**src/rtl/tdoa_sound_direction_finder_unit_defines.svh**
```systemverilog
// Assertion helpers shared by the RTL files.
// The clock and reset of the using module are clk_i and rst_ni.
`ifndef TDOA_SOUND_DIRECTION_FINDER_UNIT_DEFINES_SVH
`define TDOA_SOUND_DIRECTION_FINDER_UNIT_DEFINES_SVH

// Same-cycle implication.
`define TDOA_ASSERT_IMP(lbl, ante, cons) \
  lbl: assert property (@(posedge clk_i) disable iff (!rst_ni) (ante) |-> (cons)) \
    else $error("tdoa: same-cycle check failed");

// Next-cycle implication.
`define TDOA_ASSERT_NXT(lbl, ante, cons) \
  lbl: assert property (@(posedge clk_i) disable iff (!rst_ni) (ante) |=> (cons)) \
    else $error("tdoa: next-cycle check failed");

`endif

```
**src/rtl/tdoa_sdf_pkg.sv**
```systemverilog
`timescale 1ns / 1ps

package tdoa_sdf_pkg;

  localparam int GRID_HALF = 30;
  localparam int TIME_BITS = 32;

  localparam int CFG_W     = 17;
  localparam int CFG_IDX_W = 2;
  localparam int TP_W      = 17;
  localparam int TPU_W     = 16;
  localparam int THR_W     = 17;
  localparam int RC_W      = 16;

  localparam int ANG_W = 17;
  localparam int ROT_W = 18;
  localparam int XY_W  = 6;
  localparam int ERR_W = 20;

  localparam int NO_MATCH    = 1000000;
  localparam int FULL_CIRCLE = 92160;
  localparam int QUARTER     = 23040;

  localparam int CRD_STEPS = 16;
  localparam int CRD_FRAC  = 20;
  localparam int ATAN_W    = 22;

  localparam logic [TP_W-1:0]  TP_RESET  = TP_W'(16000);
  localparam logic [TPU_W-1:0] TPU_RESET = TPU_W'(7059);
  localparam logic [THR_W-1:0] THR_RESET = THR_W'(1280);

  typedef enum logic [1:0] {
    OP_ROLLOVER = 2'd0,
    OP_MIC1     = 2'd1,
    OP_MIC2     = 2'd2,
    OP_MIC3     = 2'd3
  } op_e;

  typedef enum logic [1:0] {
    CFG_TIMER_PERIOD    = 2'd0,
    CFG_TICKS_PER_UNIT  = 2'd1,
    CFG_ANGLE_THRESHOLD = 2'd2
  } cfg_idx_e;

  typedef enum logic [2:0] {
    S_IDLE,
    S_PREP,
    S_SEARCH,
    S_DRAIN,
    S_ANGLE,
    S_MAP,
    S_DONE
  } state_e;

  typedef struct packed {
    logic accept;
    logic prep;
    logic issue;
    logic cordic_start;
    logic cordic_step;
    logic map;
    logic finish;
  } cmd_t;

  typedef struct packed {
    logic triple;
    logic gen_last;
    logic pipe_empty;
    logic cordic_last;
    logic out_free;
  } sts_t;

  // arctan(2^-i) in 1/65536 degree
  function automatic logic [ATAN_W-1:0] atan_entry(input logic [3:0] i);
    logic [ATAN_W-1:0] a;
    case (i)
      4'd0:    a = ATAN_W'(2949120);
      4'd1:    a = ATAN_W'(1740967);
      4'd2:    a = ATAN_W'(919879);
      4'd3:    a = ATAN_W'(466945);
      4'd4:    a = ATAN_W'(234379);
      4'd5:    a = ATAN_W'(117305);
      4'd6:    a = ATAN_W'(58666);
      4'd7:    a = ATAN_W'(29335);
      4'd8:    a = ATAN_W'(14668);
      4'd9:    a = ATAN_W'(7334);
      4'd10:   a = ATAN_W'(3667);
      4'd11:   a = ATAN_W'(1833);
      4'd12:   a = ATAN_W'(917);
      4'd13:   a = ATAN_W'(458);
      4'd14:   a = ATAN_W'(229);
      4'd15:   a = ATAN_W'(115);
      default: a = '0;
    endcase
    return a;
  endfunction

endpackage

```
**src/rtl/tdoa_sdf_ctrl.sv**
```systemverilog
`timescale 1ns / 1ps
`include "tdoa_sound_direction_finder_unit_defines.svh"

module tdoa_sdf_ctrl (
  input  logic               clk_i,
  input  logic               rst_ni,
  input  logic               in_valid_i,
  output logic               in_ready_o,
  input  tdoa_sdf_pkg::sts_t sts_i,
  output tdoa_sdf_pkg::cmd_t cmd_o
);

  tdoa_sdf_pkg::state_e state_q, state_d;

  always_ff @(posedge clk_i or negedge rst_ni) begin
    if (!rst_ni) begin
      state_q <= tdoa_sdf_pkg::S_IDLE;
    end else begin
      state_q <= state_d;
    end
  end

  always_comb begin
    state_d    = state_q;
    cmd_o      = '0;
    in_ready_o = 1'b0;
    case (state_q)
      tdoa_sdf_pkg::S_IDLE: begin
        in_ready_o   = 1'b1;
        cmd_o.accept = in_valid_i;
        if (in_valid_i && sts_i.triple) begin
          state_d = tdoa_sdf_pkg::S_PREP;
        end
      end
      tdoa_sdf_pkg::S_PREP: begin
        cmd_o.prep = 1'b1;
        state_d    = tdoa_sdf_pkg::S_SEARCH;
      end
      tdoa_sdf_pkg::S_SEARCH: begin
        cmd_o.issue = 1'b1;
        if (sts_i.gen_last) begin
          state_d = tdoa_sdf_pkg::S_DRAIN;
        end
      end
      tdoa_sdf_pkg::S_DRAIN: begin
        if (sts_i.pipe_empty) begin
          cmd_o.cordic_start = 1'b1;
          state_d            = tdoa_sdf_pkg::S_ANGLE;
        end
      end
      tdoa_sdf_pkg::S_ANGLE: begin
        cmd_o.cordic_step = 1'b1;
        if (sts_i.cordic_last) begin
          state_d = tdoa_sdf_pkg::S_MAP;
        end
      end
      tdoa_sdf_pkg::S_MAP: begin
        cmd_o.map = 1'b1;
        state_d   = tdoa_sdf_pkg::S_DONE;
      end
      tdoa_sdf_pkg::S_DONE: begin
        // hold the result until the output register can take it
        if (sts_i.out_free) begin
          cmd_o.finish = 1'b1;
          state_d      = tdoa_sdf_pkg::S_IDLE;
        end
      end
      default: state_d = tdoa_sdf_pkg::S_IDLE;
    endcase
  end

  `TDOA_ASSERT_NXT(a_search_holds, (state_q == tdoa_sdf_pkg::S_SEARCH) && !sts_i.gen_last, state_q == tdoa_sdf_pkg::S_SEARCH)
  `TDOA_ASSERT_NXT(a_drain_to_angle, (state_q == tdoa_sdf_pkg::S_DRAIN) && sts_i.pipe_empty, state_q == tdoa_sdf_pkg::S_ANGLE)
  `TDOA_ASSERT_NXT(a_done_waits, (state_q == tdoa_sdf_pkg::S_DONE) && !sts_i.out_free, state_q == tdoa_sdf_pkg::S_DONE)

endmodule

```
**config.mk**
```make
export PLATFORM = sky130hd
export DESIGN_NAME = tdoa_sdf_ctrl
export DESIGN_NICKNAME = d
export VERILOG_FILES = /design/src/rtl/tdoa_sdf_pkg.sv /design/src/rtl/tdoa_sdf_ctrl.sv
export VERILOG_INCLUDE_DIRS = /design/src /design/src/rtl
export SDC_FILE = /design/constraint.sdc
export NUM_CORES = 1
export LEC_CHECK = 0
export ABC_AREA = 1
export ABC_CLOCK_PERIOD_IN_PS = 1500
export BUFFER_PORTS_ARGS = -buffer_cell sky130_fd_sc_hd__buf_4
export CORE_AREA = 2 2 39 41
export CTS_BUF_LIST = sky130_fd_sc_hd__clkbuf_4 sky130_fd_sc_hd__clkbuf_8
export DETAILED_ROUTE_END_ITERATION = 7
export DIE_AREA = 0 0 41 43
export GPL_TIMING_DRIVEN = 0
export PLACE_DENSITY = 0.55
export SLEW_MARGIN = 5
export SYNTH_ARGS = -nofsm -noshare
export SYNTH_HDL_FRONTEND = slang
export SYNTH_SLANG_ARGS = --single-unit
```
**constraint.sdc**
```tcl
create_clock -name clk_i -period 1.5 [get_ports clk_i]
set_input_delay 0 -clock clk_i [delete_from_list [all_inputs] [get_ports clk_i]]
set_output_delay 0 -clock clk_i [all_outputs]
set_load 0.02 [all_outputs]
```
* After elaboration in Yosys (flattened, before gate mapping)
Index checks and enable logic that the tools add are counted.
** Storage, ports and cells
- Memories kept :: 0
- Output and inout port bits :: 8
- Bits in latches :: 0
- Register bits after elaboration :: 3
- Input bits :: 8
- Word-level logic and storage cells :: 31
- Memory bits (read-only) :: 0
- Memory bits (writable) :: 0
** Operators by class
- Shift operators :: 0
- Muxes and demuxes :: 16
- Magnitude comparators :: 0
- Bitwise logic cells :: 0
- Add/sub/neg operators :: 0
- Reduce and logical (&&, ||, !) cells :: 3
- Eq/ne operators :: 11
- Divide/modulo/power cells :: 0
- Multiply operators :: 0
** Operator list (count)
- one-hot mux 3 bit (7 select lines) :: 1
- two-way mux 3 bit :: 5
- two-way mux 1 bit :: 10
- inequality test 2 bit (second input constant) :: 5
- equality test 3 bit (second input constant) :: 3
- equality test 3 x 2 -> 1 bit (second input constant) :: 2
- AND reduction 5 bit :: 1
- equality test 3 x 1 -> 1 bit (second input constant) :: 1
- logical NOT 3 bit :: 1
- logical AND 1 bit :: 1

* Longest topological paths before layout
Gate-level depths: netlist of the first run.
- Depth after elaboration :: 3
- Depth in mapped cells :: 8
- Depth with buffers taken out :: 7

* Worst setup path before layout of the first run
No wires, ideal clock.
- Path kind :: register to output
- Start point :: register state_q[0]
- End point :: output cmd_o[0] in the netlist's numbering
- Arrival time :: 1222 ps
- Slack :: 278 ps
- Buffers on the path :: 1
- Stages on the path, launching flop included :: 3
- Required time :: 1500 ps
- Cell sequence :: dfrtp_1 buf_6 nor4_1
** RTL lines
- start: declaration :: line tdoa_sdf_ctrl.sv:13 : tdoa_sdf_pkg::state_e state_q, state_d;
- start signal: assignment :: line tdoa_sdf_ctrl.sv:17 : state_q <= tdoa_sdf_pkg::S_IDLE;
- start signal: assignment :: line tdoa_sdf_ctrl.sv:19 : state_q <= state_d;
- end: declaration :: line tdoa_sdf_ctrl.sv:10 : output tdoa_sdf_pkg::cmd_t cmd_o

==> metrics.md, run 1 <==
| Metric | Value |
|---|---|
| Finished Layout Cells | 86 |
| GPL Wtd Cong | 0.747 |
| Kind of critical path | register to output pin |
| Largest family of logic cells by synthesized area | simple AND/OR/NAND/NOR gates |
| #FFs+latches synth | 3 |
| Drt first-iter violations | 6 |
| Number of port buffers | 15 |
| Clk_lat worst skew | 0.23 ns |
| Worst reg2reg path depth | 7 |
| WL/cell | 8.10 um |
| Fin crit share | 81.0% |
| Num CTS Buffers | 3 |
| Post-DP HPWL | 585 um |
| Maxcap violations | 0 |
| HP Class | input pin to register |
| Hold Vio Cnt, Final | 0 |
| Overall Power | 1.07 mW |
| Worst Hold End | state_q[0] |
| Die Area | 1760 sq um |
| Die W | 41 um |
| Synth Area in Compound Gates | 6.29% |
| Hold Startpoint | sts_i[2] |
| Top reg by flops | state_q |
| Status | finished clean |
| First drt pass iteration count | 4 |
| Crit path launch type | register |
| Via count | 366 |
| Synthesized netlist cell count | 50 |
| Setup TNS | 0 ns |
| Worst slew margin | 84.8% |
| Crit path largest cell delay | 0.33 ns |
| Final worst path period need | 1.21 ns |
| Avg Synthesized Cell Area | 7.16 sq um |
| I/O pins | 16 |
| Antenna violations before repair | 0 |
| Most frequent cells in the layout | buf_4, nand2_1, inv_1 |
| Clock Skew | 0.00244 ns |
| WL met1 | 290 um |
| Worst flop-to-flop path endpoint | state_q[1] |
| FF-to-FF Start | state_q[0] |
| Met3 Wirelength | 22 um |
| Mux cell area share after synthesis | 0% |
| WHS Path Cells | 4 |
| Achievable Freq | 823 MHz |
| Vias in the first global route | 296 |
| Routed wire length | 697 um |
| Peak VDD IR | 0.538 mV |
| Synth Area in Adders | 0% |
| Sw frac | 48.1% |
| Commonest non-fill, non-tap cell in the layout | buf_4 |
| CTS sink count | 3 |
| Clock-pin slew on the worst setup and hold paths | 0.04 ns |
| RSZ-0062 raised after global routing | false |
| DIE HEIGHT | 43 um |
| CP Max Fanout | 8 |
| Clk buf depth | 2 |
| Grt ovf | 0 |
| CP Capture Type | output pin |
| Syn_nets | 58 |
| Placed cells | 81 |
| Final net count | 79 |
| Clock Power Share | 14.8% |
| Slew Viols, Final | 0 |
| Sw Pwr | 0.514 mW |
| Htree depth | 1 |
| Xor and xnor area share after synthesis | 0% |
| GRT Overall Usage | 9.15% |
| DRC | 0 |
| Layout cell share with drive strength beyond 1 | 54.3% |
| Synth Area in Simple Gates | 52.1% |
| Pin count of the biggest net entering global routing | 10 |
| Initial core utilization | 25.9% |
| Register-to-register setup slack | 0.42 ns |
| Seq pwr share | 12.4% |
| Worst Max-Slew Pin Slew | 0.226 ns |
| Placement row count | 14 |
| Global-route wire length before repair | 1.10 mm |
| Sequential area share after synthesis | 21.0% |
| Synthesis-to-finish area growth | 48.3% |
| Synthesized area | 358 sq um |
| Antenna-violating nets left | 0 |
| Top sig layer | met4 |
| Synth warnings | 0 |
| Crit path arrival time | 1.21 ns |
| LEAKAGE | 0.308 nW |
| Largest register FFs | 3 |
| Routed wl met2 | 368 um |
| Ant diodes | 0 |
| Synth cell types | 19 |
| Crit path required time | 1.50 ns |
| Core area | 1380 sq um |
| Root Driver | clkbuf_4 |
| PD cells | 2020 nW/um^2 |
| Crit-path cells | buf_6 > inv_2 > nor4_1 > buf_4 |
| Regs by FF count | state_q: 3 flops |
| Finish-stage setup viols | 0 |
| Gate power share | 72.7% |
| CTS tree | built |
| Via/cell ratio | 4.26 |
| Power Internal | 0.556 mW |
| Slowest stage cell, crit path | dfrtp_1 |
==> metal layers <==
layer | vias up | track usage [%]
met5 | - | 0
met4 | 0 | 6.00
met3 | 2 | 1.57
met2 | 6 | 15.3
met1 | 163 | 9.71
li1 | 195 | -
==> cell families after synthesis <==
logic type | count (synthesis)
AND/OR/NAND/NOR | 30
buffers and inverters | 13
AO/OA/AOI/OAI | 4
flip-flops | 3
==> critical path: cells and delay by family (launching register included) <==
kind                   cells  cell delay [ns]
flip-flops                 1             0.33
AND/OR/NAND/NOR            1             0.26
buffers and inverters      3             0.40
==> how the worst max path moves through the flow <==
| stage | start | to | slack [ns] |
|---|---|---|---|
| global placement | state_q[0] | state_q[1] | 0.41 |
| finish | state_q[2] | cmd_o[0] | 0.29 |
| global route | state_q[2] | cmd_o[0] | 0.22 |
| CTS | state_q[2] | cmd_o[0] | 0.29 |
| detailed placement | state_q[0] | state_q[1] | 0.41 |
| floorplan | state_q[0] | cmd_o[0] | 0.28 |
==> timing repair <==
action,4_1_cts,5_1_grt
resized for setup,0,0
buffers inserted,0,0
hold buffers,1,0
endpoints found under the hold margin,3,0
==> through the flow <==
stage	area [sq um]	hold WS (ns)	worst slack (ns)	utilization, %
floorplan	358	-0.296	0.278	-
CTS	531	0.0794	0.285	38.3
finish	531	0.0764	0.286	38.3
global route	531	0.0788	0.218	38.3
detailed placement	490	-0.210	0.415	35.4
global placement	490	-0.211	0.410	35.4
==> cell type report <==
class | instances | area [sq um]
clock buffer | 4 | 30.0
multi-input combinational | 34 | 209
sequential | 3 | 75.1
fill | 159 | 853
tap | 16 | 20.0
timing repair buffer | 16 | 123
inverter | 10 | 40.0
buffer | 3 | 33.8
==> cells in the mapped netlist (all sizes together) <==
cell type | n | share of area (%)
inv | 10 | 11
nor3 | 1 | 1.4
nand2 | 11 | 16
nand3 | 7 | 14
nor4 | 1 | 1.7
o21bai | 1 | 2.1
a21oi | 2 | 2.8
buf | 3 | 9.4
o21ai | 1 | 1.4
dfrtp | 3 | 21
nand3b | 1 | 2.1
nor2 | 9 | 17
==> power groups by stage <==
stage / sequential [mW] / combinational [mW] / clock, mW
floorplan: 0.133 / 0.598 / 0
global placement: 0.134 / 0.792 / 0
detailed placement: 0.134 / 0.786 / 0
CTS: 0.133 / 0.790 / 0.161
global route: 0.136 / 0.847 / 0.177
finish: 0.133 / 0.779 / 0.159
Note: power is estimated with default switching activity, not from simulation.
==> run 2: changes to the inputs <==
ABC_CLOCK_PERIOD_IN_PS = 1200   (was 1500)
clock period = 1.2 ns   (was 1.5 ns; I/O delays follow)
==> run 2 against run 1 <==
Net effect:
- wire length increased by 11%
- clock-buffer cell count unchanged
- largest cell class unchanged
- highest routed layer unchanged
- combinational power increased by 32%
- sequential power increased by 25%
- global-route usage increased by 1.9 points
- largest power group unchanged
- cell area increased by 4.2%
- die area unchanged
- sequential share of layout area decreased by 0.58 points
- first-iteration DRC count decreased by 50%
- clock power increased by 26%
- sequential cell count unchanged
- critical endpoint is now cmd_o[1]
- via count increased by 2.2%
==> metrics.md, run 2 (synthesis gave the netlist of run 1 again) <==
| Metric | Value |
|---|---|
| Htree depth | 1 (unchanged) |
| Pre-CTS setup slack | 0.108 ns (-0.306 ns) |
| Pin count of the biggest net entering global routing | 10 (unchanged) |
| Finished Layout Cells | 86 (unchanged) |
| Drt first-iter violations | 3 (-3) |
| GRT Overall Usage | 11.1% (+1.9 points) |
| Antenna-violating nets left | 0 (unchanged) |
| Via count | 374 (+2.2%) |
| Sw Pwr | 0.691 mW (+34%) |
| Placement row count | 14 (unchanged) |
| Placed Instance Area | 497 sq um (+1.3%) |
| DRC | 0 (unchanged) |
| DIE HEIGHT | 43 um (unchanged) |
| Fin crit share | 98.1% |
| Crit path launch type | register |
| Cell area after layout | 553 sq um (+4.2%) |
| Most frequent cells in the layout | buf_4, nand2_1, inv_1 |
| Die Area | 1760 sq um (unchanged) |
| Crit path largest cell delay | 0.36 ns (+0.03 ns) |
| Routed wire length | 771 um (+11%) |
| Gate power share | 73.8% (+1.1 points) |
| Synthesis-to-finish area growth | 54.5% |
| PD cells | 2530 nW/um^2 (+25%) |
| Vias in the first global route | 350 (+18%) |
| Commonest non-fill, non-tap cell in the layout | buf_4 |
| Maxcap violations | 0 (unchanged) |
| Grt ovf | 0 (unchanged) |
| Setup TNS | 0 ns (unchanged) |
| Achievable Freq | 849 MHz |
| CTS sink count | 3 (unchanged) |
| Slew Viols, Final | 0 (unchanged) |
| CTS tree | built |
| HP Class | input pin to register |
| RSZ-0062 raised after global routing | true |
| Clk buf depth | 2 (unchanged) |
| Antenna violations before repair | 0 (unchanged) |
| Regs by FF count | state_q: 3 flops |
| CP Max Fanout | 8 (unchanged) |
| Number of port buffers | 15 (unchanged) |
| CP Capture Type | output pin |
| Setup Buffers After CTS | 0 (unchanged) |
| WL/cell | 8.97 um (+11%) |
| Final net count | 79 (unchanged) |
| Final worst path period need | 1.18 ns |
| Hold Vio Cnt, Final | 0 (unchanged) |
| Crit-path cells | buf_6 > inv_4 > nand2_1 > nor2_1 > buf_4 |
| Clock Skew | 0.00328 ns (+0.000843 ns) |
| First drt pass iteration count | 2 (-2) |
| Slowest stage cell, crit path | dfrtp_1 |
| Sw frac | 49.4% (+1.4 points) |
| Global-route wire length before repair | 1.30 mm (+18%) |
| Top reg by flops | state_q |
| I/O pins | 16 (unchanged) |
| Clock-pin slew on the worst setup and hold paths | 0.04 ns (about the same) |
| Placed cells | 81 (unchanged) |
| Initial core utilization | 25.9% (unchanged) |
| Finish-stage setup viols | 0 (unchanged) |
| Seq pwr share | 11.9% (-0.5 points) |
| Die W | 41 um (unchanged) |
| Peak VDD IR | 0.627 mV (+16%) |
| GPL Wtd Cong | 0.771 (+3.3%) |
| Crit path required time | 1.20 ns (-0.30 ns) |
| Final Core Density | 40.0% (+1.6 points) |
| Worst hold margin | 0.0776 ns (+0.00120 ns) |
| Core area | 1380 sq um (unchanged) |
| Via/cell ratio | 4.35 (+2.2%) |
| Kind of critical path | register to output pin |
| Num CTS Buffers | 3 (unchanged) |
| Crit path arrival time | 1.18 ns (-0.03 ns) |
| Status | finished clean |
| Worst Max-Slew Pin Slew | 0.180 ns (-0.0455 ns) |
| Root Driver | clkbuf_4 |
| Overall Power | 1.40 mW (+31%) |
| Layout cell share with drive strength beyond 1 | 57.1% (+2.9 points) |
| LEAKAGE | 0.312 nW (+1.3%) |
| Largest register FFs | 3 (unchanged) |
| Clk_lat worst skew | 0.23 ns (about the same) |
| Post-DP HPWL | 601 um (+2.6%) |
| Clock Power Share | 14.4% (-0.4 points) |
| Ant diodes | 0 (unchanged) |
| Power Internal | 0.706 mW (+27%) |
| Final WS setup | 0.0223 ns (-0.263 ns) |
| Worst slew margin | 87.9% (+3.1 points) |
[run 2: cell count changes in the layout (fill, tap and decap cells not counted)]
cell     before  now
inv_2         3    2
inv_6         0    1
nand2_1       7    6
nand2_2       3    4
nor4_1        1    0
nor4_4        0    1
[run 2: per-layer routing]
layer | track usage [%] | share of wire (%)
met2 | 16.6 | 58
met5 | 0 | 0
met3 | 3.14 | 3.0
met1 | 12.7 | 36
met4 | 8.00 | 2.6
[run 2: worst max-delay path: cells and delay by family, from the launching register on]
kind                   cells  cell delay [ns]
buffers and inverters      3             0.38
flip-flops                 1             0.36
AND/OR/NAND/NOR            2             0.20
[run 2: final cells by class]
cell class	instances	area [sq um]
clock buffers	4	30.0
repair buffers	16	123
plain buffers	3	33.8
inverters	10	45.0
fillers	151	831
multi-input cells	34	226
flip-flops and latches	3	75.1
well taps	16	20.0
[run 2: timing repair]
action                                 in CTS  in global routing
gates resized for setup                     1                  3
hold buffers                                1                  0
setup endpoints to repair                   1                  4
endpoints found under the hold margin       3                  0
gates cloned                                0                  0
pin swaps                                   1                  0
[run 2: worst paths after layout]
path                       startpoint          to  slack (ns)  depth (start not counted)
max in group asynchronous      rst_ni  state_q[0]        1.02                          2
hold / removal               sts_i[2]  state_q[0]        0.08                          4
hold reg to reg            state_q[2]  state_q[0]        0.70                          4
setup / recovery           state_q[1]    cmd_o[1]        0.02                          5
setup reg to reg           state_q[1]  state_q[1]        0.10                          7
min in group asynchronous      rst_ni  state_q[1]        0.09                          2
[run 2: power by group through the flow]
stage          logic (mW)  registers, mW  clock network, mW
4_1_cts              1.02          0.166              0.202
3_5_place_dp        0.999          0.168                  0
6_report             1.03          0.166              0.201
3_3_place_gp         1.00          0.167                  0
5_1_grt              1.14          0.170              0.209
2_1_floorplan       0.757          0.167                  0
==> run 3: changes to the inputs <==
MAX_ROUTING_LAYER = met4   (was not set)
==> run 3 against run 2 <==
Net effect:
- global-route usage increased by 0.27 points
- clock skew increased by 0.0010 ns
- wire length increased by 0.13%
- first-iteration DRC count unchanged
- clock-buffer cell count unchanged
- fmax about the same
- cell area unchanged
- register-to-register slack about the same
- worst hold slack got worse by 0.0011 ns
- combinational power about the same
- sequential cell count unchanged
- critical path type unchanged
- critical endpoint unchanged
- largest power group unchanged
- highest routed layer unchanged
==> metrics.md, run 3 (synthesis gave the netlist of run 1 again) <==
| Metric | Value |
|---|---|
| Status | finished clean |
| GPL Wtd Cong | 0.782 (+1.3%) |
| GRT Overall Usage | 11.4% (+0.27 points) |
| Regs by FF count | state_q: 3 flops |
| Achievable Freq | 850 MHz (about the same) |
| Clock-pin slew on the worst setup and hold paths | 0.04 ns (about the same) |
| Clock Skew | 0.00432 ns (+0.00104 ns) |
| Crit-path cells | buf_6 > inv_4 > nand2_1 > nor2_1 > buf_4 |
| Gate power share | 73.7% (about the same) |
| PD cells | 2530 nW/um^2 (about the same) |
| DIE HEIGHT | 43 um (unchanged) |
| Clk buf depth | 2 (unchanged) |
| Finish-stage setup viols | 0 (unchanged) |
| I/O pins | 16 (unchanged) |
| CP Max Fanout | 8 (unchanged) |
| Synthesis-to-finish area growth | 54.5% (unchanged) |
| Final net count | 79 (unchanged) |
| RSZ-0062 raised after global routing | true |
| CTS tree | built |
| Layout cell share with drive strength beyond 1 | 57.1% (unchanged) |
| Grt ovf | 0 (unchanged) |
| CP Buf/Inv Count | 3 (unchanged) |
| Post-DP HPWL | 601 um (unchanged) |
| Die W | 41 um (unchanged) |
| CP Capture Type | output pin |
| Via/cell ratio | 4.35 (unchanged) |
| Clk_lat worst skew | 0.24 ns (about the same) |
| Via count | 374 (unchanged) |
| HP Class | input pin to async pin |
| Htree depth | 1 (unchanged) |
| Commonest non-fill, non-tap cell in the layout | buf_4 |
| Setup TNS | 0 ns (unchanged) |
| LEAKAGE | 0.312 nW (unchanged) |
| CTS sink count | 3 (unchanged) |
| Worst slew margin | 87.9% (about the same) |
| DRC | 0 (unchanged) |
| Kind of critical path | register to output pin |
| Clock Power Share | 14.4% (about the same) |
| Core area | 1380 sq um (unchanged) |
| Root Driver | clkbuf_4 |
| Routed wire length | 772 um (+0.13%) |
| Die Area | 1760 sq um (unchanged) |
| Power Internal | 0.707 mW (about the same) |
| Top reg by flops | state_q |
| Slowest stage cell, crit path | dfrtp_1 |
| Maxcap violations | 0 (unchanged) |
| Most frequent cells in the layout | buf_4, nand2_1, inv_1 |
| Crit path largest cell delay | 0.36 ns (about the same) |
| Crit path launch type | register |
| Ant diodes | 0 (unchanged) |
| Sw Pwr | 0.692 mW (+0.12%) |
| Final worst path period need | 1.18 ns (-0.000912 ns) |
| Worst Max-Slew Pin Slew | 0.180 ns (-0.000000834 ns) |
| Worst hold margin | 0.0765 ns (-0.00113 ns) |
| WL/cell | 8.98 um (+0.13%) |
| First drt pass iteration count | 3 (+1) |
| Fin crit share | 98.1% (about the same) |
| Crit path arrival time | 1.18 ns (about the same) |
| Num CTS Buffers | 3 (unchanged) |
| Sw frac | 49.5% (about the same) |
| Pin count of the biggest net entering global routing | 10 (unchanged) |
| Slew Viols, Final | 0 (unchanged) |
| Antenna-violating nets left | 0 (unchanged) |
| Global-route wire length before repair | 1.30 mm (unchanged) |
| Antenna violations before repair | 0 (unchanged) |
| Peak VDD IR | 0.624 mV (-0.42%) |
| Cell family with most CP delay | buffers and inverters |
| Seq pwr share | 11.9% (about the same) |
| Vias in the first global route | 350 (unchanged) |
| Largest register FFs | 3 (unchanged) |
| Crit path required time | 1.20 ns (about the same) |
| Number of port buffers | 15 (unchanged) |
| Drt first-iter violations | 3 (unchanged) |
| Placement row count | 14 (unchanged) |
| Hold Vio Cnt, Final | 0 (unchanged) |
| Initial core utilization | 25.9% (unchanged) |
## run 3: cell counts in the layout (fill, tap and decap cells not counted)
Identical to the previous run, type by type.
## run 3: timing repair
item	4_1_cts	5_1_grt
setup buffers	0	0
hold endpoints to repair	3	0
gates resized for setup	1	3
pin swaps	1	0
hold buffers	1	0
setup endpoints to repair	1	4
cloned	0	0
## run 3: final cells by class
cell class / count / area, sq um
well taps: 16 / 20.0
plain buffers: 3 / 33.8
inverters: 10 / 45.0
flip-flops and latches: 3 / 75.1
multi-input cells: 34 / 226
fillers: 151 / 831
clock buffers: 4 / 30.0
repair buffers: 16 / 123
## run 3: worst reg2reg max path, cell delays in order, from the launching register on
cell and delay, ns:
dfrtp_1 0.36, buf_6 0.15, nor2_4 0.14, nand3b_1 0.09
nand2_2 0.09, inv_2 0.05, nand3_2 0.06, nand2_1 0.05
## run 3: final timing paths
path	endpoint	slack, ns	cells after the start	startpoint
setup / recovery	cmd_o[1]	0.02	5	state_q[1]
hold / removal	state_q[1]	0.08	2	rst_ni
setup reg to reg	state_q[1]	0.10	7	state_q[1]
hold reg to reg	state_q[0]	0.70	4	state_q[2]
max in group asynchronous	state_q[0]	1.02	2	rst_ni
min in group clk_i	state_q[0]	0.08	4	sts_i[2]
## run 3: metal layers
metal	GRT usage, %	share of wire (%)
met1	12.7	35
met2	16.6	61
met3	3.14	2.7
met4	8.00	1.4
met5	-	0
## run 3: through the flow
step	cells	power (mW)	cell area (sq um)	worst slack [ns]	util [%]
floorplan	50	0.923	364	0.164	-
global placement	81	1.17	497	0.109	35.9
detailed placement	81	1.17	497	0.108	35.9
CTS	86	1.39	546	0.0138	39.4
global route	86	1.52	553	-0.0442	40.0
finish	86	1.40	553	0.0232	40.0
## run 3: power groups by stage
stage	clock network (mW)	registers (mW)	logic, mW
CTS	0.202	0.166	1.02
global placement	0	0.167	1.00
global route	0.209	0.170	1.14
finish	0.202	0.166	1.03
floorplan	0	0.167	0.757
detailed placement	0	0.168	0.999
